## src/rtl/icdg_pkg.sv

```systemverilog
// ============================================================================
// icdg_pkg
// Shared constants and types of the central difference gradient core.
// ============================================================================
`default_nettype none

package icdg_pkg;

   localparam int DEFAULT_MAX_WIDTH  = 1024;
   localparam int DEFAULT_PIXEL_BITS = 16;
   localparam int QUEUE_DEPTH        = 4;

   localparam int FRAME_WIDTH_BITS  = 11;
   localparam int FRAME_HEIGHT_BITS = 13;
   localparam int ROW_BITS          = 12;
   localparam int MAX_HEIGHT        = 4096;

   localparam logic [FRAME_WIDTH_BITS-1:0]  FRAME_WIDTH_RESET  = 11'd640;
   localparam logic [FRAME_HEIGHT_BITS-1:0] FRAME_HEIGHT_RESET = 13'd480;

   localparam int CSR_ADDR_BITS = 3;
   localparam int CSR_DATA_BITS = 32;

   typedef enum logic {
      REG_FRAME_WIDTH  = 1'b0,
      REG_FRAME_HEIGHT = 1'b1
   } reg_index_type;

   typedef enum logic {
      CMD_PIXEL = 1'b0,
      CMD_FLUSH = 1'b1
   } cmd_type;

endpackage

`default_nettype wire

```

## src/rtl/icdg_fifo.sv

```systemverilog
// ============================================================================
// icdg_fifo
// Small register queue between the front and the back.
// ============================================================================
`default_nettype none

module icdg_fifo #(
   parameter  int WIDTH = 65,
   parameter  int DEPTH = icdg_pkg::QUEUE_DEPTH,
   localparam int CW    = $clog2(DEPTH + 1)
) (
   input  wire logic             clock,
   input  wire logic             reset,
   input  wire logic             push,
   input  wire logic [WIDTH-1:0] push_data,
   input  wire logic             pop,
   output logic      [WIDTH-1:0] pop_data,
   output logic                  empty,
   output logic      [CW-1:0]    count
);

   localparam int PW = (DEPTH > 1) ? $clog2(DEPTH) : 1;

   logic [WIDTH-1:0] mem_ff [DEPTH];
   logic [PW-1:0]    head_ff, head_in;
   logic [PW-1:0]    tail_ff, tail_in;
   logic [CW-1:0]    count_ff, count_in;
   logic             do_pop;

   assign do_pop = pop && (count_ff != '0);

   always_comb begin
      head_in  = head_ff;
      tail_in  = tail_ff;
      count_in = count_ff;
      if (push) begin
         tail_in = (tail_ff == PW'(DEPTH - 1)) ? '0 : tail_ff + PW'(1);
      end
      if (do_pop) begin
         head_in = (head_ff == PW'(DEPTH - 1)) ? '0 : head_ff + PW'(1);
      end
      case ({push, do_pop})
         2'b10:   count_in = count_ff + CW'(1);
         2'b01:   count_in = count_ff - CW'(1);
         default: count_in = count_ff;
      endcase
   end

   always_ff @(posedge clock) begin
      if (reset) begin
         head_ff  <= '0;
         tail_ff  <= '0;
         count_ff <= '0;
      end else begin
         head_ff  <= head_in;
         tail_ff  <= tail_in;
         count_ff <= count_in;
      end
      if (push) begin
         mem_ff[tail_ff] <= push_data;
      end
   end

   assign pop_data = mem_ff[head_ff];
   assign empty    = count_ff == '0;
   assign count    = count_ff;

endmodule

`default_nettype wire

```

## config.mk

```make
export PLATFORM = sky130hd
export DESIGN_NAME = icdg_fifo
export DESIGN_NICKNAME = d
export VERILOG_FILES = /design/src/rtl/icdg_pkg.sv /design/src/rtl/icdg_fifo.sv
export SDC_FILE = /design/constraint.sdc
export NUM_CORES = 1
export LEC_CHECK = 0
export BUFFER_PORTS_ARGS = -buffer_cell sky130_fd_sc_hd__buf_4
export CAP_MARGIN = 10
export CORE_AREA = 3 3 153 155
export CTS_CLUSTER_SIZE = 30
export DETAILED_ROUTE_END_ITERATION = 10
export DIE_AREA = 0 0 156 158
export SLEW_MARGIN = 20
export SYNTH_ARGS = -nofsm -noshare
export SYNTH_HDL_FRONTEND = slang
export SYNTH_SLANG_ARGS = --single-unit
```

## constraint.sdc

```tcl
create_clock -name clock -period 3.15 [get_ports clock]
set_input_delay 0.4725 -clock clock [delete_from_list [all_inputs] [get_ports clock]]
set_output_delay 0.4725 -clock clock [all_outputs]
set_load 0.01 [all_outputs]
```

Yosys cells after proc, flatten, opt, wreduce, memory -nomap -nowiden
Memory sizes are Yosys's and may differ from the RTL's. A register that Yosys moved wholly into a read port is not among the register bits.
Cells that the tools add are included.
{"block": "op_classes", "n_addsub": 4, "mul": 0, "n_div": 0, "n_lt_le_gt_ge": 0, "eq_ne": 4, "n_shift": 0, "n_mux": 7, "bitwise": 0, "n_reduce_logical": 4}
{"cell": "$mux W2", "count": 4}
{"cell": "$eq A2 B2 Y1 const B", "count": 3}
{"cell": "$pmux W3 S2", "count": 1}
{"cell": "$add A2 B1 Y2 const B", "count": 2}
{"cell": "$add A3 B1 Y3 const B", "count": 1}
{"cell": "$logic_not A3 Y1", "count": 1}
{"cell": "$reduce_bool A3 Y1", "count": 1}
{"cell": "$sub A3 B1 Y3 const B", "count": 1}
{"cell": "$eq A2 B1 Y1 const B", "count": 1}
{"cell": "$mux W1", "count": 2}
{"cell": "$reduce_bool A2 Y1", "count": 1}
{"cell": "$logic_and A1 B1 Y1", "count": 1}
{"block": "totals", "register_bits": 7, "latchBits": 0, "mem_bits_rw": 260, "mem_bits_ro": 0, "input_bits": 69, "output_inout_bits": 69, "word_cells": 23, "n_memories": 1}
{"name": "mem_ff", "depth": 4, "word_bits": 65, "rd": 1, "rd_ports_with_merged_regs": 1, "wr": 1, "line": "icdg_fifo.sv:24", "text": "logic [WIDTH-1:0] mem_ff [DEPTH];"}

Logic depth before layout (Yosys ltp)
Gate-level depths: netlist (run 1).
{"block": "logic_depth", "ltp_word": 4, "ltp_mapped": 8, "ltp_nobuf": 8}

Worst setup path before layout (run 1)
No wires, ideal clock.
{"block": "synth_timing", "kind": "register to register", "start": "reg tail_ff[0]", "end": "mem mem_ff[3][0], enable pin", "setup_ns": 0.430, "arrival_time_ns": 2.078, "t_required_ns": 2.720, "slack_ns": 0.643, "stages_incl_launch_ff": 3, "path_buffers": 0, "synth_period_minus_slack_ns": 2.507, "path_cell_list": "dfxtp_1 -> ha_1 -> and2_1"}
{"item": "from (decl)", "line": "icdg_fifo.sv:26", "text": "logic [PW-1:0] tail_ff, tail_in;"}
{"item": "from (signal assigned)", "line": "icdg_fifo.sv:56", "text": "tail_ff <= tail_in;"}
{"item": "to (decl)", "line": "icdg_fifo.sv:24"}
No word-level cell before the write port.

==> results_dict.tcl, run 1 <==
set metrics [dict create \
    status "finished clean" \
    fp-row-count 54 \
    multiInputGateArea_um2 1720 \
    fin_setup_tns_ns 0 \
    grt_pass1_vias 4985 \
    max-vdd-ir-drop_v 0.000437 \
    cts_setup_buffers 0 \
    period_needed_ns 2.70 \
    antenna_cells 0 \
    crit_arrival_ns 2.23 \
    fin_skew_ns 0.00707 \
    finalCoreUtilization 0.555 \
    slowest_stage "mux4_2" \
    netlist_area_um2 9870 \
    pwr-share-clk 0.360 \
    rsz0062_at_grt "false" \
    cp-end-kind "primary output" \
    path_clk_slew_ns 0.06 \
    grt_usage 0.146 \
    drt-total-wl_um 18000 \
    switchingPower_uw 2120 \
    hold_path_depth 1 \
    worstReg2RegEnd "count[2]" \
    yosys_warnings 0 \
    rr_startpoint "count[1]" \
    vias 4411 \
    power.density_nw_per_um2 745 \
    synth_ff_type "edfxtp_1" \
    die_area_um2 24600 \
    die_h_um 158 \
    cts.sinks 269 \
    post_synth_inst_count 387 \
    setup_viol 0 \
    overflow 0 \
    syn-num-nets 463 \
    worst_pin_slew_ns 0.663 \
    place_ws_ns 0.939 \
    crit_type "reg -> out" \
    hp-class "in -> reg" \
    hp-start "push_data[8]" \
    post_cts_resized 0 \
    power.total_uw 9080 \
    start_util 0.450 \
    drv_cap 0 \
    synth-edff-count 260 \
    tritoncts "done" \
    maxSlewHeadroom 0.558 \
    slew_violations 0 \
    grt_pass1_wl_um 27700 \
    gp_congestion 0.722 \
    max_stage_delay_ns 0.57 \
    hold_slack_ns 0.143 \
    max_freq_mhz 370 \
    path_max_fanout 18 \
    dp.final_hpwl_um 10800 \
    wl_per_cell_um 21.2 \
    coreArea_um2 22000 \
    seqPwrFrac 0.464 \
    worstSkewPairLatency_ns 0.52 \
    crit_required_ns 2.68 \
    path_cells "buf_4 > mux4_2 > buf_4" \
    yosysUniqueCellTypes 22 \
    ff2ff_path_depth 8 \
    avgSynthCellArea_um2 25.5 \
    synth-seq-area-share 0.809 \
    drt_iter0_markers 139 \
    seqCellArea_um2 8000 \
    ys_ff_latch 269 \
    hold_end "mem_ff[0][8]" \
    drc 0 \
    fin_ws_ns 0.448 \
    n_fill_cell 1627 \
    antenna_left 0 \
    start_kind "flop" \
    die_w_um 156 \
    hold_viol_final 0 \
    path_delay_family "buffers and inverters" \
    grt_start_max_net_pins 54 \
    mostFrequentLayoutCells "edfxtp_1 (260), buf_4 (141), mux4_2 (65)" \
    clk_path_buf_depth 3 \
    pin_count 138 \
    worstPathBufferInverterCount 2 \
    cts_buffers 28 \
    async_flop_share 0 \
    p_leak_uw 0.00413 \
    final_net_count 625 \
    numPortBuffers 137 \
    vias_per_cell 5.18 \
    pwr-share-comb 0.176 \
    final_common_cell "edfxtp_1" \
    post-route-period-util 0.858 \
    swShare 0.233 \
    cts-root-buf "clkbuf_16" \
    rrSetupSlack_ns 1.08 \
    area_delta_synth_final_pct 23.4 \
    grt_antenna_before_repair 0 \
    postCtsHoldBufs 0 \
    drt_pass1_iterations 4 \
    crit_path_frequent_cell "buf_4" \
    intPower_uw 6960 \
    layout-drive-gt1-share 0.457 \
    htree_levels 1 \
]
==> through the flow <==
step,instances,area (um^2)
global placement,799,11200
floorplan,387,9870
detailed placement,799,11200
global route,851,12200
CTS,851,12200
finish,851,12200
==> area by class of cell <==
| type | instances | area share |
|---|---|---|
| flip-flops and latches | 269 | 0.656 |
| multi-input cells | 97 | 0.141 |
| repair buffers | 146 | 0.0951 |
| clock buffers | 35 | 0.0631 |
| well taps | 280 | 0.0288 |
| clock inverters | 17 | 0.0138 |
| inverters | 7 | 0.00216 |
==> flip-flops by register name (all words and copies together), names as in the netlist, named ones only <==
register and count:
count 3, head_ff 2, mem_ff 260, tail_ff 2
==> cell usage after synthesis (2+ instances only) <==
library cell	number	share of area
mux2i_1	2	0.0020
inv_1	7	0.0027
edfxtp_1	260	0.79
buf_12	5	0.010
xor2_1	2	0.0018
dfxtp_1	9	0.018
buf_2	6	0.0030
a21oi_1	4	0.0020
ha_1	6	0.0076
mux4_2	65	0.15
nor2_1	6	0.0023
or3_1	2	0.0013
and2_1	4	0.0025
==> cells by family after synthesis <==
logic type | synth area share
buf+inv | 0.0181
mux | 0.150
compound gates | 0.00330
flops | 0.809
simple gates | 0.00773
fa+ha+maj | 0.00963
xor+xnor | 0.00177
==> worst max path at each step <==
stage                     from      endpoint  cells after the start
floorplan           tail_ff[0]  mem_ff[3][0]                      2
global placement          flop  pop_data[10]                      3
detailed placement        flop  pop_data[10]                      3
CTS                       flop  pop_data[10]                      3
global route              flop  pop_data[58]                      3
finish                    flop  pop_data[10]                      3
==> power groups by stage <==
stage	Clock, uW	Combinational (uW)	Sequential [uW]
after CTS	3340	1650	4220
after global routing	3510	1730	4240
final	3270	1600	4210
after floorplan	0	1050	4230
after detailed placement	0	1640	4300
after global placement	0	1620	4280
==> per-layer routing <==
layer | GRT usage | wire, um | part of all wire | vias to the layer above
li1 | - | - | - | 1969
met1 | 0.187 | 7370 | 0.41 | 2298
met2 | 0.254 | 9180 | 0.51 | 110
met3 | 0.0342 | 1050 | 0.058 | 34
met4 | 0.0395 | 409 | 0.023 | 0
met5 | 0 | 0 | 0 | -
No activity file was read; power rests on OpenSTA's default activity.
==> inputs of run 2 (changes only) <==
==> constraint.sdc (replaced) <==
create_clock -name clock -period 3.15 [get_ports clock]
set_input_delay 0.63 -clock clock [delete_from_list [all_inputs] [get_ports clock]]
set_output_delay 0.63 -clock clock [all_outputs]
set_load 0.01 [all_outputs]
==> run 2 against run 1 <==
  * Fmax is 2.7% lower
  * Final area is 0.15% lower
  * Largest power group unchanged
  * Routed wire length decreased by 1.5%
  * Critical endpoint is now pop_data[58]
  * Critical path type unchanged
  * Die area is the same
==> results_dict.tcl, run 2 (synthesized netlist as in run 1, its figures left out) <==
set metrics [dict create \
    power.density_nw_per_um2 740 \
    globalRouteMet2Util 0.246 \
    status "finished clean" \
    path_clk_slew_ns 0.06 \
    layout-drive-gt1-share 0.446 \
    vias 4419 \
    htree_levels 1 \
    mostFrequentLayoutCells "edfxtp_1 (260), buf_4 (138), mux4_2 (65)" \
    fin_skew_ns 0.00432 \
    finalNonFillerCells 849 \
    worst_pin_slew_ns 0.619 \
    worstSkewPairLatency_ns 0.52 \
    cts_buffers 29 \
    grt_usage 0.146 \
    pwr-share-clk 0.352 \
    dp.final_hpwl_um 10700 \
    area_delta_synth_final_pct 23.2 \
    cp-end-kind "primary output" \
    wl_per_cell_um 20.9 \
    antenna_cells 0 \
    crit_arrival_ns 2.15 \
    gp_congestion 0.693 \
    drt_iter0_markers 182 \
    coreArea_um2 22000 \
    setup_viol 0 \
    hp-class "in -> reg" \
    start_util 0.450 \
    start_kind "flop" \
    grt_pass1_wl_um 27500 \
    crit_type "reg -> out" \
    path_max_fanout 19 \
    die_area_um2 24600 \
    swShare 0.231 \
    largest_reg_flops 260 \
    post-route-period-util 0.882 \
    grt.busiest_layer "met2" \
    tritoncts "done" \
    rsz0062_at_grt "false" \
    fp-row-count 54 \
    intPower_uw 6920 \
    die_w_um 156 \
    cts_setup_buffers 0 \
    maxSlewHeadroom 0.584 \
    period_needed_ns 2.78 \
    max_freq_mhz 360 \
    cts-root-buf "clkbuf_16" \
    postCtsHoldBufs 0 \
    fin_ws_ns 0.372 \
    grtUsageMet3 0.0405 \
    seqPwrFrac 0.470 \
    switchingPower_uw 2080 \
    slew_violations 0 \
    overflow 0 \
    crit_required_ns 2.52 \
    hold_viol_final 0 \
    dp.cells 798 \
    numPortBuffers 137 \
    final_common_cell "edfxtp_1" \
    max-vdd-ir-drop_v 0.000653 \
    p_leak_uw 0.00410 \
    place_ws_ns 0.863 \
    antenna_left 0 \
    grt_pass1_vias 4930 \
    grt_start_max_net_pins 35 \
    drt-total-wl_um 17700 \
    regMostFlops "mem_ff" \
    pin_count 138 \
    drc 0 \
    use_met1 0.189 \
    post_cts_resized 0 \
    drt_pass1_iterations 4 \
    vias_per_cell 5.20 \
    power.total_uw 9000 \
    fin_setup_tns_ns 0 \
    grt_antenna_before_repair 0 \
    clk_path_buf_depth 3 \
    drv_cap 0 \
    hold_slack_ns 0.308 \
    final_net_count 625 \
    pwr-share-comb 0.177 \
    cts.sinks 269 \
    die_h_um 158 \
]
## run 2: cell count changes in the layout (fill, tap and decap cells not counted), sizes merged
cell / change
clkinv: +2
buf: -1
inv: -1
clkbuf: -2
## run 2: power by group through the flow
stage	clock [uW]	sequential, uW	combinational (uW)
after CTS	3260	4240	1640
after global routing	3420	4260	1720
final	3170	4230	1600
after detailed placement	0	4310	1640
after global placement	0	4300	1620
after floorplan	0	4230	1050
## run 2: layout make-up
cell class,count,area (um^2)
multi-input combinational,97,1720
sequential,269,8000
tap,280,350
clock buffer,33,741
inverter,7,26.3
clock inverter,18,159
fill,1631,9800
timing repair buffer,145,1180
## run 2: through the flow
| stage | instance area (um^2) | utilization |
|---|---|---|
| finish | 12200 | 0.554 |
| detailed placement | 11300 | 0.513 |
| global route | 12200 | 0.554 |
| global placement | 11300 | 0.513 |
| floorplan | 9870 | - |
| CTS | 12200 | 0.554 |
## run 2: routing by layer
metal,vias to the layer above,routed length (um)
met3,28,1210
li1,1968,-
met2,124,9220
met1,2299,6970
met5,-,0
met4,0,344
## run 2: critical path: stages (launching register included)
cell and delay (ns):
dfxtp_4 0.62, buf_4 0.31, mux4_2 0.53, buf_4 0.16
## run 2: final timing paths
path	start	to	slack [ns]	cells after the start
worst max register to register	count[1]	count[2]	1.02	8
worst min-delay path	push_data[42]	mem_ff[1][42]	0.31	1
worst min register to register	head_ff[0]	flop	0.50	2
worst max-delay path	flop	pop_data[58]	0.37	3
==> inputs of run 3 (changes only) <==
--- a/config.mk
+++ b/config.mk
@@ -5,12 +5,13 @@
 export SDC_FILE = /design/constraint.sdc
 export NUM_CORES = 1
 export LEC_CHECK = 0
+export ABC_AREA = 1
 export BUFFER_PORTS_ARGS = -buffer_cell sky130_fd_sc_hd__buf_4
 export CAP_MARGIN = 10
-export CORE_AREA = 3 3 153 155
+export CORE_AREA = 3 3 157 159
 export CTS_CLUSTER_SIZE = 30
 export DETAILED_ROUTE_END_ITERATION = 10
-export DIE_AREA = 0 0 156 158
+export DIE_AREA = 0 0 160 162
 export SLEW_MARGIN = 20
 export SYNTH_ARGS = -nofsm -noshare
 export SYNTH_HDL_FRONTEND = slang
==> run 3 against run 2 <==
  * Synthesized cell count up 79%
  * Synthesized area rose by 5.7%
  * Fmax is 5.4% lower
  * Sequential cell count is the same
  * Critical endpoint is now pop_data[44]
  * Routed wire length grew 27%
==> results_dict.tcl, run 3 <==
set metrics [dict create \
    wl_per_cell_um 19.1 \
    gp_congestion 0.711 \
    placed_area_um2 11800 \
    die_w_um 160 \
    hp-start "reset" \
    worstReg2RegEnd "count[2]" \
    htree_levels 1 \
    n_fill_cell 1966 \
    start_kind "flop" \
    numPortBuffers 137 \
    avgSynthCellArea_um2 15.0 \
    cts_setup_buffers 0 \
    mostFrequentLayoutCells "edfxtp_1 (260), buf_4 (149), nor2_1 (115)" \
    synth-seq-area-share 0.765 \
    drt_pass1_iterations 5 \
    grt_pass1_wl_um 34900 \
    period_needed_ns 2.94 \
    largest_reg_flops 260 \
    worst_pin_slew_ns 0.682 \
    fin_skew_ns 0.0125 \
    grt_usage 0.170 \
    final_net_count 912 \
    max_stage_delay_ns 0.56 \
    pin_count 138 \
    tritoncts "done" \
    antenna_left 0 \
    drv_cap 0 \
    seqCellArea_um2 7990 \
    fin_area_um2 12600 \
    rrSetupSlack_ns 1.14 \
    slew_violations 0 \
    ff2ff_path_depth 13 \
    die_h_um 162 \
    grt_antenna_before_repair 1 \
    hold_end "tail_ff[0]" \
    netlist_area_um2 10400 \
    drc 0 \
    max-vdd-ir-drop_v 0.000526 \
    crit_path_frequent_cell "buf_4" \
    hold_path_depth 2 \
    status "finished clean" \
    cts.sinks 269 \
    worstSkewPairLatency_ns 0.53 \
    start_util 0.446 \
    synthTopCellsByCount "edfxtp_1 (260), nor2_1 (115), o21ai_0 (93), o22ai_1 (45), o21ai_1 (35)" \
    synth.most_common_cell "edfxtp_1" \
    overflow 0 \
    grt_start_max_net_pins 66 \
    yosys_warnings 0 \
    clk_path_buf_depth 3 \
    layout-drive-gt1-share 0.294 \
    synth_ff_type "edfxtp_1" \
    cts_buffers 27 \
    async_flop_share 0 \
    grt_pass1_vias 6289 \
    post_synth_inst_count 694 \
    coreArea_um2 23400 \
    vias_per_cell 5.26 \
    crit_arrival_ns 2.31 \
    final_common_cell "edfxtp_1" \
    crit_type "reg -> out" \
    max_freq_mhz 341 \
    slowest_stage "dfxtp_4" \
    post-route-period-util 0.932 \
    power.density_nw_per_um2 753 \
    cts-root-buf "clkbuf_16" \
    antenna_cells 0 \
    maxSlewHeadroom 0.546 \
    place_ws_ns 0.745 \
    drt-total-wl_um 22500 \
    fin_ws_ns 0.213 \
    yosysUniqueCellTypes 24 \
    ys_ff_latch 269 \
    p_leak_uw 0.00446 \
    rsz0062_at_grt "false" \
    synth_top_cell_by_area "edfxtp_1" \
    fp-row-count 56 \
    path_delay_family "buffers and inverters" \
    setup_viol 0 \
    regMostFlops "mem_ff" \
    power.total_uw 9510 \
    die_area_um2 25900 \
    dp.final_hpwl_um 13300 \
    synth-edff-count 260 \
    path_max_fanout 57 \
    vias 6181 \
    crit_required_ns 2.52 \
    synth_top_cell_area_share 0.748 \
    netlist_top_cells_area "edfxtp_1 (75%), o21ai_0 (4.5%), nor2_1 (4.1%)" \
    area_delta_synth_final_pct 21.0 \
    worstPathBufferInverterCount 2 \
    hp-class "in -> reg" \
    hold_viol_final 0 \
    postCtsHoldBufs 0 \
    post_cts_resized 0 \
    fin_setup_tns_ns 0 \
    syn-num-nets 770 \
    cp-end-kind "primary output" \
    rr_startpoint "count[1]" \
    path_cells "buf_4 > o21ai_0 > o22ai_1 > buf_4" \
    drt_iter0_markers 368 \
    multiInputGateArea_um2 2070 \
    path_clk_slew_ns 0.06 \
]
-- run 3: changes by cell type after synthesis, moves of 20 or more --
cell,change
o22ai_1,+45
o22ai_2,+20
nor2_4,+20
mux4_2,-65
o21ai_1,+35
nor2_1,+109
o21ai_0,+92
-- run 3: routing by layer --
metal / part of all wire / up-vias / GRT usage
met5: 0.00036 / - / 0
met4: 0.023 / 2 / 0.0485
met3: 0.050 / 33 / 0.0301
met2: 0.52 / 155 / 0.304
met1: 0.41 / 3105 / 0.214
li1: - / 2886 / -
-- run 3: worst max path at each step --
| stage | start | end | slack, ns | depth (start not counted) |
|---|---|---|---|---|
| 6_report | flop | pop_data[44] | 0.21 | 4 |
| 5_1_grt | flop | pop_data[17] | 0.03 | 5 |
| 4_1_cts | flop | pop_data[17] | 0.16 | 5 |
| 3_5_place_dp | flop | pop_data[17] | 0.74 | 5 |
| 3_3_place_gp | flop | pop_data[12] | 0.82 | 5 |
| 2_1_floorplan | push | mem_ff[3][0] | 0.80 | 2 |
-- run 3: layout make-up --
cell class                      count  area share
Clock inverter                     14     0.00782
Inverter                           20     0.00634
Clock buffer                       36      0.0594
Sequential cell                   269       0.633
Tap cell                          319      0.0316
Multi-Input combinational cell    363       0.164
Timing Repair Buffer              155      0.0980
-- run 3: worst register-to-register path: stages (launching register included) --
cell,delay (ns)
dfxtp_1,0.37
inv_1,0.09
nand3_1,0.17
inv_1,0.10
nor2_1,0.11
ha_1,0.19
inv_1,0.07
fa_1,0.38
inv_1,0.08
nand2_1,0.08
nand3_1,0.08
nand2_1,0.07
inv_1,0.07
nor2_1,0.05
-- run 3: kinds of logic after synthesis --
group / count (synthesis) / synth area share
DFF: 269 / 0.765
AOI/OAI and AO/OA: 204 / 0.119
and+or+nand+nor: 152 / 0.0701
adders and majority gates: 7 / 0.00911
buffers and inverters: 62 / 0.0361
-- run 3: where the power goes --
part | internal, uW | switching [uW] | leakage [uW]
clock network | 1760 | 1260 | 0.000430
registers | 4110 | 81.4 | 0.00246
logic | 939 | 1360 | 0.00156
total | 6800 | 2710 | 0.00446
-- run 3: per-stage QoR --
stage | util | std cells | hold slack [ns]
2_1_floorplan | - | 694 | 0.483
3_3_place_gp | 0.504 | 1126 | 0.502
3_5_place_dp | 0.504 | 1126 | 0.531
4_1_cts | 0.540 | 1176 | 0.240
5_1_grt | 0.540 | 1176 | 0.239
6_report | 0.540 | 1176 | 0.261
