--- config.mk ---
export PLATFORM = sky130hd
export DESIGN_NAME = icdg_back
export DESIGN_NICKNAME = d
export VERILOG_FILES = /design/src/rtl/icdg_pkg.sv /design/src/rtl/icdg_back.sv
export SDC_FILE = /design/constraint.sdc
export NUM_CORES = 1
export LEC_CHECK = 0
export ABC_AREA = 1
export CAP_MARGIN = 20
export CORE_ASPECT_RATIO = 1.5
export CORE_MARGIN = 8
export CORE_UTILIZATION = 70
export CTS_CLUSTER_SIZE = 25
export DETAILED_ROUTE_END_ITERATION = 8
export DONT_BUFFER_PORTS = 1
export PLACE_DENSITY = 0.89
export SYNTH_ARGS = -nofsm -noshare
export SYNTH_HDL_FRONTEND = slang
export SYNTH_SLANG_ARGS = --single-unit
export TNS_END_PERCENT = 100
--- constraint.sdc ---
create_clock -name clock -period 3.9 [get_ports clock]
set_clock_uncertainty 0.15 [all_clocks]
set_input_delay 0.195 -clock clock [delete_from_list [all_inputs] [get_ports clock]]
set_output_delay 0.195 -clock clock [all_outputs]
set_load 0.005 [all_outputs]
--- src/rtl/icdg_pkg.sv ---
// ============================================================================
// icdg_pkg
// Shared constants and types of the central difference gradient core.
// ============================================================================
`default_nettype none

package icdg_pkg;

   localparam int DEFAULT_MAX_WIDTH  = 1024;
   localparam int DEFAULT_PIXEL_BITS = 16;
   localparam int QUEUE_DEPTH        = 4;

   localparam int FRAME_WIDTH_BITS  = 11;
   localparam int FRAME_HEIGHT_BITS = 13;
   localparam int ROW_BITS          = 12;
   localparam int MAX_HEIGHT        = 4096;

   localparam logic [FRAME_WIDTH_BITS-1:0]  FRAME_WIDTH_RESET  = 11'd640;
   localparam logic [FRAME_HEIGHT_BITS-1:0] FRAME_HEIGHT_RESET = 13'd480;

   localparam int CSR_ADDR_BITS = 3;
   localparam int CSR_DATA_BITS = 32;

   typedef enum logic {
      REG_FRAME_WIDTH  = 1'b0,
      REG_FRAME_HEIGHT = 1'b1
   } reg_index_type;

   typedef enum logic {
      CMD_PIXEL = 1'b0,
      CMD_FLUSH = 1'b1
   } cmd_type;

endpackage

`default_nettype wire

--- src/rtl/icdg_back.sv ---
// ============================================================================
// icdg_back
// Takes neighbor sets from the queue, forms both differences and holds the
// result in the output register until it is popped.
// ============================================================================
`default_nettype none

module icdg_back #(
   parameter int PIXEL_BITS = icdg_pkg::DEFAULT_PIXEL_BITS
) (
   input  wire logic                       clock,
   input  wire logic                       reset,
   input  wire logic                       fifo_empty,
   input  wire logic [4*PIXEL_BITS:0]      fifo_data,
   output logic                            fifo_pop,
   output logic                            rsp_empty,
   input  wire logic                       rsp_pop,
   output logic signed [PIXEL_BITS:0]      rsp_grad_x,
   output logic signed [PIXEL_BITS:0]      rsp_grad_y,
   output logic                            rsp_frame_done
);

   localparam int GW = PIXEL_BITS + 1;

   logic [PIXEL_BITS-1:0] left, right, mid, up;
   logic                  done;
   logic                  load;
   logic                  valid_ff, valid_in;
   logic [GW-1:0]         gx_ff, gx_in;
   logic [GW-1:0]         gy_ff, gy_in;
   logic                  done_ff;

   assign {left, right, mid, up, done} = fifo_data;

   assign load     = !fifo_empty && (!valid_ff || rsp_pop);
   assign fifo_pop = load;
   assign valid_in = load || (valid_ff && !rsp_pop);
   assign gx_in    = {1'b0, right} - {1'b0, left};
   assign gy_in    = {1'b0, mid} - {1'b0, up};

   always_ff @(posedge clock) begin
      if (reset) begin
         valid_ff <= 1'b0;
      end else begin
         valid_ff <= valid_in;
      end
      if (load) begin
         gx_ff   <= gx_in;
         gy_ff   <= gy_in;
         done_ff <= done;
      end
   end

   assign rsp_empty      = !valid_ff;
   assign rsp_grad_x     = signed'(gx_ff);
   assign rsp_grad_y     = signed'(gy_ff);
   assign rsp_frame_done = done_ff;

endmodule

`default_nettype wire

After elaboration in Yosys (flattened, before gate mapping)
Cells that the tools add are included.
Word-level totals
  register bits after elaboration: 36
Cells by class
  $add $sub $neg: 2
  reductions and logical operators: 7
Operators with widths (count)
  $sub A16 B16 Y17: 2
  $logic_not A1 Y1: 3
  $logic_and A1 B1 Y1: 2
  $logic_or A1 B1 Y1: 2

Logic depth before layout (Yosys ltp)
Gate-level depths: netlist of run 1.
  depth after elaboration: 4
  gate-level depth with buffers: 11
  mapped depth without buffers: 11

Least setup slack after synthesis of run 1
OpenSTA, ideal clock, no wires.
  kind: register to register
  from: register valid_ff
  to: register done_ff (netlist: rsp_frame_done) (enable)
  data arrival time: 2.130 ns
  slack: 1.177 ns
  stages on the path, launching flop included: 2
  buffers on the path: 0
  clock period less this slack: 2.723 ns
  path through: dfxtp_1 a21oi_1
Between the ends
  cells in the longest elaborated chain, start to end: 3
Ends and longest elaborated chain
  start, declared: line icdg_back.sv:28  | logic valid_ff, valid_in;
  start signal, assigned: line icdg_back.sv:45  | valid_ff <= valid_in;
  $logic_not A1 Y1: line icdg_back.sv:35  | assign load = !fifo_empty && (!valid_ff || rsp_pop);
  $logic_or A1 B1 Y1: line icdg_back.sv:35
  $logic_and A1 B1 Y1: line icdg_back.sv:35
  named net fifo_pop: line icdg_back.sv:15  | output logic fifo_pop,
  end signal, assigned: line icdg_back.sv:50  | done_ff <= done;
  end, declared: line icdg_back.sv:31  | logic done_ff;
The timed path passes the listed nets, and every way through them passes these cells.
A chain may end at the register's enable or synchronous reset.

Worst setup path in the final report of run 1
  from: input port fifo_empty
  to: output port fifo_pop
Between the ends
  cells in the longest elaborated chain, start to end: 2
Ends and longest elaborated chain
  start, declared: line icdg_back.sv:13  | input wire logic fifo_empty,
  $logic_not A1 Y1: line icdg_back.sv:35
  $logic_and A1 B1 Y1: line icdg_back.sv:35
  end, declared: line icdg_back.sv:15
No other way between the ends.

==> results of run 1 <==
==> synth_stat cells (all sizes together) <==
cell type	number	share of area [%]
ha	32	13
o21bai	2	0.47
nor2	17	2.0
nand3	27	4.2
or2	1	0.20
xnor2	3	0.82
xor2	11	3.0
nand2	169	21
edfxtp	35	33
a21oi	22	3.4
nor3	8	2.0
dfxtp	1	0.63
inv	121	14
nand4	4	0.78
o21a	2	0.47
fa	2	1.3
==> metrics by stage <==
step | instance area, sq um | instances | hold WS [ns] | total power, mW | setup slack, ns
final | 3436 | 518 | 0.04559 | 1.173 | 2.241
after global routing | 3436 | 518 | 0.04247 | 1.236 | 2.220
after CTS | 3406 | 516 | 0.04406 | 1.168 | 1.987
after detailed placement | 3264 | 505 | 0.1358 | 0.8480 | 2.075
after global placement | 3264 | 505 | 0.1169 | 0.8333 | 2.140
after floorplan | 3193 | 457 | 0.1141 | 0.7725 | 1.177
==> power groups by stage <==
stage | clock network (mW) | logic [mW] | registers (mW)
2_1_floorplan | 0 | 0.257 | 0.515
3_3_place_gp | 0 | 0.306 | 0.528
3_5_place_dp | 0 | 0.319 | 0.529
4_1_cts | 0.324 | 0.323 | 0.520
5_1_grt | 0.338 | 0.377 | 0.521
6_report | 0.325 | 0.329 | 0.518
==> final cells by class <==
cell class	instances	area, sq um	area share (%)
multi-input cells	300	1679	48.87
flip-flops and latches	36	1071	31.17
inverters	121	454.2	13.22
clock buffers	5	68.82	2.003
repair buffers	5	60.06	1.748
well taps	48	60.06	1.748
clock inverters	3	42.54	1.238
==> critical path, stage by stage <==
cell and delay [ns]:
dlygate4sd3_1 0.59, a21oi_4 0.27, buf_12 0.24
==> routing by layer <==
layer / up-vias / routed length (um) / part of all wire, % / GRT usage [%]
li1: 1414 / - / - / -
met1: 1283 / 2475 / 34 / 18.19
met2: 92 / 4147 / 57 / 40.55
met3: 23 / 348 / 4.8 / 4.065
met4: 0 / 255 / 3.5 / 10.47
met5: - / 0 / 0 / 0
==> registers in the layout, summed over array words and instances, names as in the netlist <==
register        count
rsp_grad_x         17
rsp_grad_y         17
rsp_frame_done      1
valid_ff            1
==> how the worst max path moves through the flow <==
stage,startpoint,end,slack (ns),cells after the start
detailed placement,fifo_data[33],rsp_grad_x[8],2.08,9
global placement,valid_ff,rsp_grad_x[11],2.14,1
CTS,valid_ff,fifo_pop,1.99,1
finish,fifo_empty,fifo_pop,2.24,3
global route,fifo_empty,fifo_pop,2.22,3
floorplan,valid_ff,rsp_frame_done,1.18,1
==> kinds of logic after synthesis <==
family / after synthesis
and+or+nand+nor: 226
xor gates and xnor gates: 14
AOI/OAI and AO/OA: 26
DFF: 36
buffers and inverters: 121
adders and majority gates: 34
==> results.yml, run 1 <==
outcome:
  status: "completed"
critical_path:
  r2r-end: "valid_ff"
  r2r_start: "valid_ff"
  critPathLaunchType: "primary input"
  crit_required_ns: 3.56
  critical_path_class: "primary input to primary output"
  regToRegSetupSlack_ns: 2.46
  r2r_cells: 3
  crit_arrival_ns: 1.31
  end_kind: "primary output"
  critical_path.max_fanout: 30
cts:
  cts_hold_buf: 3
  cts_root_buffer: "clkbuf_8"
  cts_num_sinks: 36
  cts_made_buffers: 5
  tritoncts: "yes"
  cts_htree_levels: 2
  clk_pin_slew_ns: 0.08
  post_cts_resized: 0
  clockBufferDepth: 2
  cts_setup_buffers: 0
  insertion_delay_ns: 0.28
placement:
  dp_hpwl_mm: 6.031
  gp_congestion: 0.8210
  placement.io_buffers: 0
hold_path:
  hold_depth: 2
  hold_class: "primary input to flop"
  hold_start: "fifo_data[49]"
  holdPathEnd: "rsp_grad_x[0]"
timing:
  min_period_ns: 1.659
  hold_violations: 0
  rsz0062_at_grt: "no"
  finalCritPeriodShare_pct: 42.53
  report.final.setup_viol: 0
  worstMarginPinSlew_ns: 0.2889
  tns_ns: 0
  drv_slew: 0
  fmaxAchievable_mhz: 602.9
  slew_headroom_pct: 80.70
die:
  initial_core_util_pct: 71.48
  die-area_sq_um: 7023
  num_io_pins: 106
  rows: 30
  dieWidth_um: 71.15
  die_h_um: 98.72
  core_sq_um: 4467
power_and_ir_drop:
  seq_power_share_pct: 44.2
  p_sw_share_pct: 31.88
  power.leakage_nw: 1.997
  power.switching_mw: 0.3738
  ir_drop_uv: 185.4
  clkPwrFrac_pct: 27.7
  p_int_mw: 0.7989
  power.density_nw_per_um2: 341.3
  p_comb_share_pct: 28.1
drt:
  drtIter0Drc: 166
  vias_per_cell: 5.429
  wirelength_mm: 7.227
  vias: 2812
  wl_per_cell_um: 13.95
  antenna_left: 0
  dr.pass1.iters: 4
  drc: 0
global_route:
  track_usage_pct: 20.39
  gr-total-overflow: 0
  grt_pass1_vias: 2804
  grt_pass1_wl_mm: 11.71
  grt_max_degree: 37
  antenna_found_initial: 0
synth:
  synth_cell_type_count: 19
  synth-simple-area-share_pct: 30.21
  synth-xor-area-share_pct: 3.840
  seq_area_frac_synth_pct: 33.54
  synthMuxAreaShare_pct: 0
  syn_avg_cell_area_sq_um: 6.987
  synth-adder-area-share_pct: 13.79
  synth_compound_area_share_pct: 4.389
  synth_top_family_by_area: "simple AND/OR/NAND/NOR gates"
  syn_inst: 457
  yosys_warnings: 0
  synth.cell_area_sq_um: 3193
  syn-num-nets: 560
  yosys_register_bits: 36
final_layout:
  drive_gt1_share_pct: 6.809
  mostFrequentLayoutCell: "nand2_1"
  fillers: 341
  final_cell_mix: "nand2_1, inv_1, edfxtp_1, ha_1, nand3_1"
  utilization_pct: 76.92
  area_delta_synth_final_pct: 7.602
  fin_nets: 572
  antenna-diode-count: 0
run:
  cap_violations: 0
Note: power is estimated with default switching activity, not from simulation.
==> inputs of run 2 (changes only) <==
Settings changed: ABC_AREA 1 to 0, CORE_UTILIZATION 70 to 64, PLACE_DENSITY 0.89 to 0.83.
Clock period 3.9 ns to 1.6 ns, I/O delays scaled along.
==> run 2 against run 1 <==
Flip-flop and latch count unchanged. Combinational power grew to 2.8 times the previous value. Sequential share of layout area shrank 0.73 points. Worst hold slack worse by 0.035 ns. Sequential power up 150%.
==> results.yml, run 2 <==
drt:
  dr.pass1.iters: 4
  drtIter0Drc: 88
  vias_per_cell: 5.859
  wl_per_cell_um: 17.47
  drc: 0
  antenna_left: 0
  wirelength_mm: 6.567
  vias: 2203
final_layout:
  final_cell_mix: "buf_4, inv_1, edfxtp_1, a21oi_1, ha_1"
  fin_nets: 432
  fin_cells: 376
  utilization_pct: 84.32
  antenna-diode-count: 0
  area_delta_synth_final_pct: 27.59
  mostFrequentLayoutCell: "buf_4"
  fillers: 253
  drive_gt1_share_pct: 26.06
critical_path:
  regToRegSetupSlack_ns: 0.22
  crit_buf_inv: 1
  cpMaxStageDelayCell: "fa_2"
  critPathLaunchType: "primary input"
  critical-path-top-cell-by-count: "a21oi_2"
  critical_path_class: "primary input to flop"
  crit_chain: "inv_8 -> ha_4 -> fa_2 -> nor2b_4 -> o31ai_4 -> a21oi_2 -> a21oi_2 -> a21oi_2 -> a311oi_1"
  end_kind: "flop"
  slowest_delay_ns: 0.37
  cp_top_family: "compound AO/OA/AOI/OAI gates"
  critical_path.max_fanout: 3
  crit_required_ns: 1.47
  crit_arrival_ns: 1.44
timing:
  rsz0062_at_grt: "yes"
  min_period_ns: 1.565
  hold_violations: 0
  finalCritPeriodShare_pct: 97.80
  setup_ws_ns: 0.03527
  report.final.setup_viol: 0
  slew_headroom_pct: 75.37
  worstMarginPinSlew_ns: 0.3601
  fmaxAchievable_mhz: 639.1
  tns_ns: 0
  drv_slew: 0
synth:
  syn_inst: 282
  syn-num-nets: 385
  synth_cell_type_count: 42
  synth_flop_cell: "edfxtp_1"
  synthTopCellsByCount: "inv_1, edfxtp_1, ha_1"
  synth_compound_area_share_pct: 20.24
  synth-adder-area-share_pct: 15.97
  seq_area_frac_synth_pct: 38.84
  synth.cell_area_sq_um: 2758
  synthMuxAreaShare_pct: 0.3630
  syn_avg_cell_area_sq_um: 9.779
  yosys_warnings: 0
  synthTopCellsByArea: "edfxtp_1, ha_1, inv_1, a21oi_1, xor2_1"
  synth-xor-area-share_pct: 8.258
  yosys.area.top_type_share_pct: 38.11
  synth_top_family_by_area: "compound AO/OA/AOI/OAI gates"
  yosysMostFrequentCell: "inv_1"
  async_flop_share_pct: 0
  yosys_register_bits: 36
  synth_largest_area_cell: "edfxtp_1"
  synth-edff-count: 35
  synth-simple-area-share_pct: 10.03
placement:
  gp_congestion: 0.8169
  dp_cells: 360
  placement.io_buffers: 0
  dp_hpwl_mm: 5.116
  place_ws_ns: -0.2594
power_and_ir_drop:
  power.density_nw_per_um2: 850.6
  clkPwrFrac_pct: 26.3
  p_sw_share_pct: 28.48
  p_int_mw: 2.140
  p_comb_share_pct: 31.2
  finalPower_mw: 2.993
  power.switching_mw: 0.8524
  seq_power_share_pct: 42.5
  power.leakage_nw: 1.571
  ir_drop_uv: 1018
outcome:
  status: "completed"
cts:
  tritoncts: "yes"
  cts_made_buffers: 5
  insertion_delay_ns: 0.28
  cts_num_sinks: 36
  cts_htree_levels: 2
  cts_root_buffer: "clkbuf_8"
  clockBufferDepth: 2
  clk_pin_slew_ns: 0.07
die:
  initial_core_util_pct: 66.09
  core_sq_um: 4173
  die-area_sq_um: 6709
  die_h_um: 96.40
  rows: 29
  num_io_pins: 106
  dieWidth_um: 69.60
run:
  cap_violations: 0
global_route:
  grt_pass1_wl_mm: 10.44
  grt_pass1_vias: 2350
  gr-total-overflow: 0
  antenna_found_initial: 0
  grt_max_degree: 37
  track_usage_pct: 18.91
hold_path:
  hold_class: "primary input to flop"
run 2: changes by cell type after synthesis, sizes merged, moves of 5 or more:
cell / previous run / this run
nor3: 8 / 2
a21o: 0 / 15
xnor2: 3 / 12
nand2b: 0 / 5
o21ai: 0 / 8
inv: 121 / 42
nand2: 169 / 15
nor2b: 0 / 5
a21oi: 22 / 29
nand3: 27 / 4
a31oi: 0 / 6
run 2: cell type report:
class	count	area [sq um]	share of cell area [%]
Inverter	42	180.2	5.121
Tap cell	46	57.56	1.636
Multi-Input combinational cell	200	1740	49.47
Clock buffer	5	68.82	1.956
Sequential cell	36	1071	30.44
Timing Repair Buffer	44	357.8	10.17
Clock inverter	3	42.54	1.209
run 2: power by group through the flow:
| stage | logic (mW) | registers [mW] | clock network, mW |
|---|---|---|---|
| finish | 0.934 | 1.27 | 0.787 |
| CTS | 0.913 | 1.28 | 0.802 |
| detailed placement | 0.893 | 1.29 | 0 |
| floorplan | 0.647 | 1.27 | 0 |
| global route | 1.03 | 1.29 | 0.834 |
| global placement | 0.866 | 1.29 | 0 |
run 2: repair_timing:
item                                    in CTS  in global routing
setup buffers                                0                  2
resized for setup                            0                  4
hold buffers                                 6                  0
endpoints found under the hold margin        5                  0
endpoints found under the setup margin       0                  6
run 2: routing by layer:
metal	GRT usage, %	routed length, um	up-vias
met1	17.40	2322	1028
li1	-	-	1092
met2	35.54	3457	74
met4	5.832	96	0
met3	9.714	690	9
met5	0	0	-
run 2: worst paths after layout:
check	startpoint	to	cells past startpoint
worst max-delay path	fifo_data[33]	rsp_grad_x[16]	9
worst min-delay path	fifo_data[32]	rsp_grad_y[15]	2
worst max register to register	valid_ff	valid_ff	3
worst min register to register	valid_ff	rsp_grad_y[3]	3
run 2: kinds of logic (layout without fill, tap and decap cells):
kind of cell | count (synthesis) | after routing
compound gates | 82 | 82
buf+inv | 46 | 94
fa+ha+maj | 34 | 34
mux | 1 | 1
xor+xnor | 26 | 26
flops | 36 | 36
simple gates | 57 | 57
run 2: per-stage QoR:
stage | area [sq um] | hold WS (ns)
after floorplan | 2990 | -0.0009342
after global placement | 3308 | 0.003425
after detailed placement | 3308 | 0.009896
after CTS | 3480 | 0.006894
after global routing | 3518 | 0.006674
final | 3518 | 0.01016
==> inputs of run 3 (changes only) <==
Settings changed: CORE_ASPECT_RATIO 1.5 to default, PLACE_DENSITY 0.83 to 0.8.
==> run 3 against run 2 <==
The flow now finishes with violations (setup timing). Via count up 3.6%. Final cell count rose by 2.4%. Sequential share of layout area is essentially flat. Flip-flop and latch count did not move. Clock power shrank 16%. Largest power group unchanged. Critical path type unchanged. Critical path depth unchanged. Combinational power up 2%. Sequential power barely moved. Worst hold slack worse by 0.0065 ns. Worst setup slack got worse by 0.048 ns. Maximum frequency shrank 3.0%. Count of clock-buffer cells in the layout up 3.
==> results.yml, run 3 (synthesis results as in run 2) <==
critical_path:
  crit_buf_inv: 1
  critical-path-top-cell-by-count: "a21oi_2"
  critical_path.max_fanout: 3
  cp_top_family: "compound AO/OA/AOI/OAI gates"
  cpMaxStageDelayCell: "fa_2"
  slowest_delay_ns: 0.37
  crit_required_ns: 1.48
  crit_chain: "inv_8 -> ha_4 -> fa_2 -> nor2b_4 -> o31ai_4 -> a21oi_2 -> a21oi_2 -> a21oi_2 -> a311oi_2"
  end_kind: "flop"
  critical_path_class: "primary input to flop"
  crit_arrival_ns: 1.49
  critPathLaunchType: "primary input"
power_and_ir_drop:
  power.leakage_nw: 1.572
  clkPwrFrac_pct: 22.9
  p_int_mw: 2.030
  ir_drop_uv: 381.0
  seq_power_share_pct: 44.2
  power.switching_mw: 0.8500
  p_comb_share_pct: 32.9
  p_sw_share_pct: 29.51
  power.density_nw_per_um2: 819.3
  finalPower_mw: 2.880
timing:
  rsz0062_at_grt: "yes"
  worstMarginPinSlew_ns: 0.3788
  slew_headroom_pct: 74.10
  finalCritPeriodShare_pct: 100.8
  setup_ws_ns: -0.01282
  fmaxAchievable_mhz: 620.0
  hold_violations: 0
  drv_slew: 0
  min_period_ns: 1.613
  report.final.setup_viol: 1
drt:
  drtIter0Drc: 131
  vias_per_cell: 5.930
  vias: 2283
  wl_per_cell_um: 18.18
  antenna_left: 0
  wirelength_mm: 6.999
  drc: 0
  dr.pass1.iters: 4
global_route:
  grt_pass1_vias: 2291
  track_usage_pct: 19.99
  antenna_found_initial: 0
  grt_pass1_wl_mm: 10.37
  grt_max_degree: 37
  gr-total-overflow: 0
final_layout:
  final_cell_mix: "buf_4, inv_1, edfxtp_1, a21oi_1, ha_1"
  mostFrequentLayoutCell: "buf_4"
  antenna-diode-count: 0
  drive_gt1_share_pct: 26.13
  finalInstanceArea_sq_um: 3516
  area_delta_synth_final_pct: 27.50
  fin_nets: 435
cts:
  cts_num_sinks: 36
  insertion_delay_ns: 0.28
  tritoncts: "yes"
  clockBufferDepth: 2
  cts_root_buffer: "clkbuf_8"
  cts_htree_levels: 2
  cts_made_buffers: 5
  clk_pin_slew_ns: 0.07
die:
  initial_core_util_pct: 64.67
  die-area_sq_um: 6665
  dieWidth_um: 81.64
  die_h_um: 81.64
  core_sq_um: 4264
  rows: 24
  num_io_pins: 106
hold_path:
  hold_class: "primary input to flop"
placement:
  placement.io_buffers: 0
  place_area_sq_um: 3338
  gp_congestion: 0.8565
  dp_hpwl_mm: 5.542
outcome:
  status: "finished, violations left"
  violations: "setup timing"
run:
  cap_violations: 0
## run 3: cell count changes in the layout (fill, tap and decap cells not counted), sizes merged
cell      previous run  this run
clkbuf               5         8
bufinv               1         0
clkinv               1         0
buf                 38        41
clkinvlp             1         0
## run 3: path summary, 6_finish.rpt
| path | start | end | slack [ns] | cells past startpoint |
|---|---|---|---|---|
| max | fifo_data[33] | rsp_grad_x[16] | -0.01 | 9 |
| min | fifo_data[32] | rsp_grad_y[15] | 0.004 | 2 |
| max reg2reg | valid_ff | valid_ff | 0.28 | 3 |
| min reg2reg | valid_ff | rsp_grad_y[2] | 0.77 | 3 |
## run 3: final cells by class
class | instances | area, sq um
timing repair buffer | 47 | 380.4
multi-input combinational | 200 | 1729
inverter | 42 | 180.2
sequential | 36 | 1071
clock buffer | 8 | 90.09
fill | 268 | 748.2
tap | 52 | 65.06
## run 3: metal layers
layer  global-route usage, %  vias to the layer above  wire (um)
met5                       0                        -          0
met4                   8.070                        0        150
met1                   21.32                     1068       2668
met3                   4.486                       13        469
li1                        -                     1106          -
met2                   37.15                       96       3711
## run 3: repair_timing
action / 4_1_cts / 5_1_grt
setup endpoints to repair: 1 / 7
setup buffers: 1 / 1
pin swaps: 6 / 5
hold buffers: 6 / 0
gates resized for setup: 0 / 2
endpoints found under the hold margin: 5 / 0
## run 3: power groups by stage
stage               Combinational (mW)  Clock (mW)  Sequential (mW)
finish                           0.949       0.658             1.27
global route                      1.04       0.707             1.28
CTS                              0.928       0.670             1.28
detailed placement               0.899           0             1.30
global placement                 0.858           0             1.29
floorplan                        0.647           0             1.27
## run 3: through the flow
| step | instances | util (%) | TNS (ns) | setup WS [ns] | hold slack [ns] |
|---|---|---|---|---|---|
| floorplan | 282 | - | -0.8880 | -0.1862 | -0.0009342 |
| global placement | 369 | 78.29 | -2.231 | -0.2030 | 0.001040 |
| detailed placement | 369 | 78.29 | -3.168 | -0.2776 | 0.005381 |
| CTS | 384 | 81.98 | 0 | 0.007331 | 0.001913 |
| global route | 385 | 82.45 | -0.2622 | -0.07693 | 0.006549 |
| finish | 385 | 82.45 | -0.01282 | -0.01282 | 0.003687 |
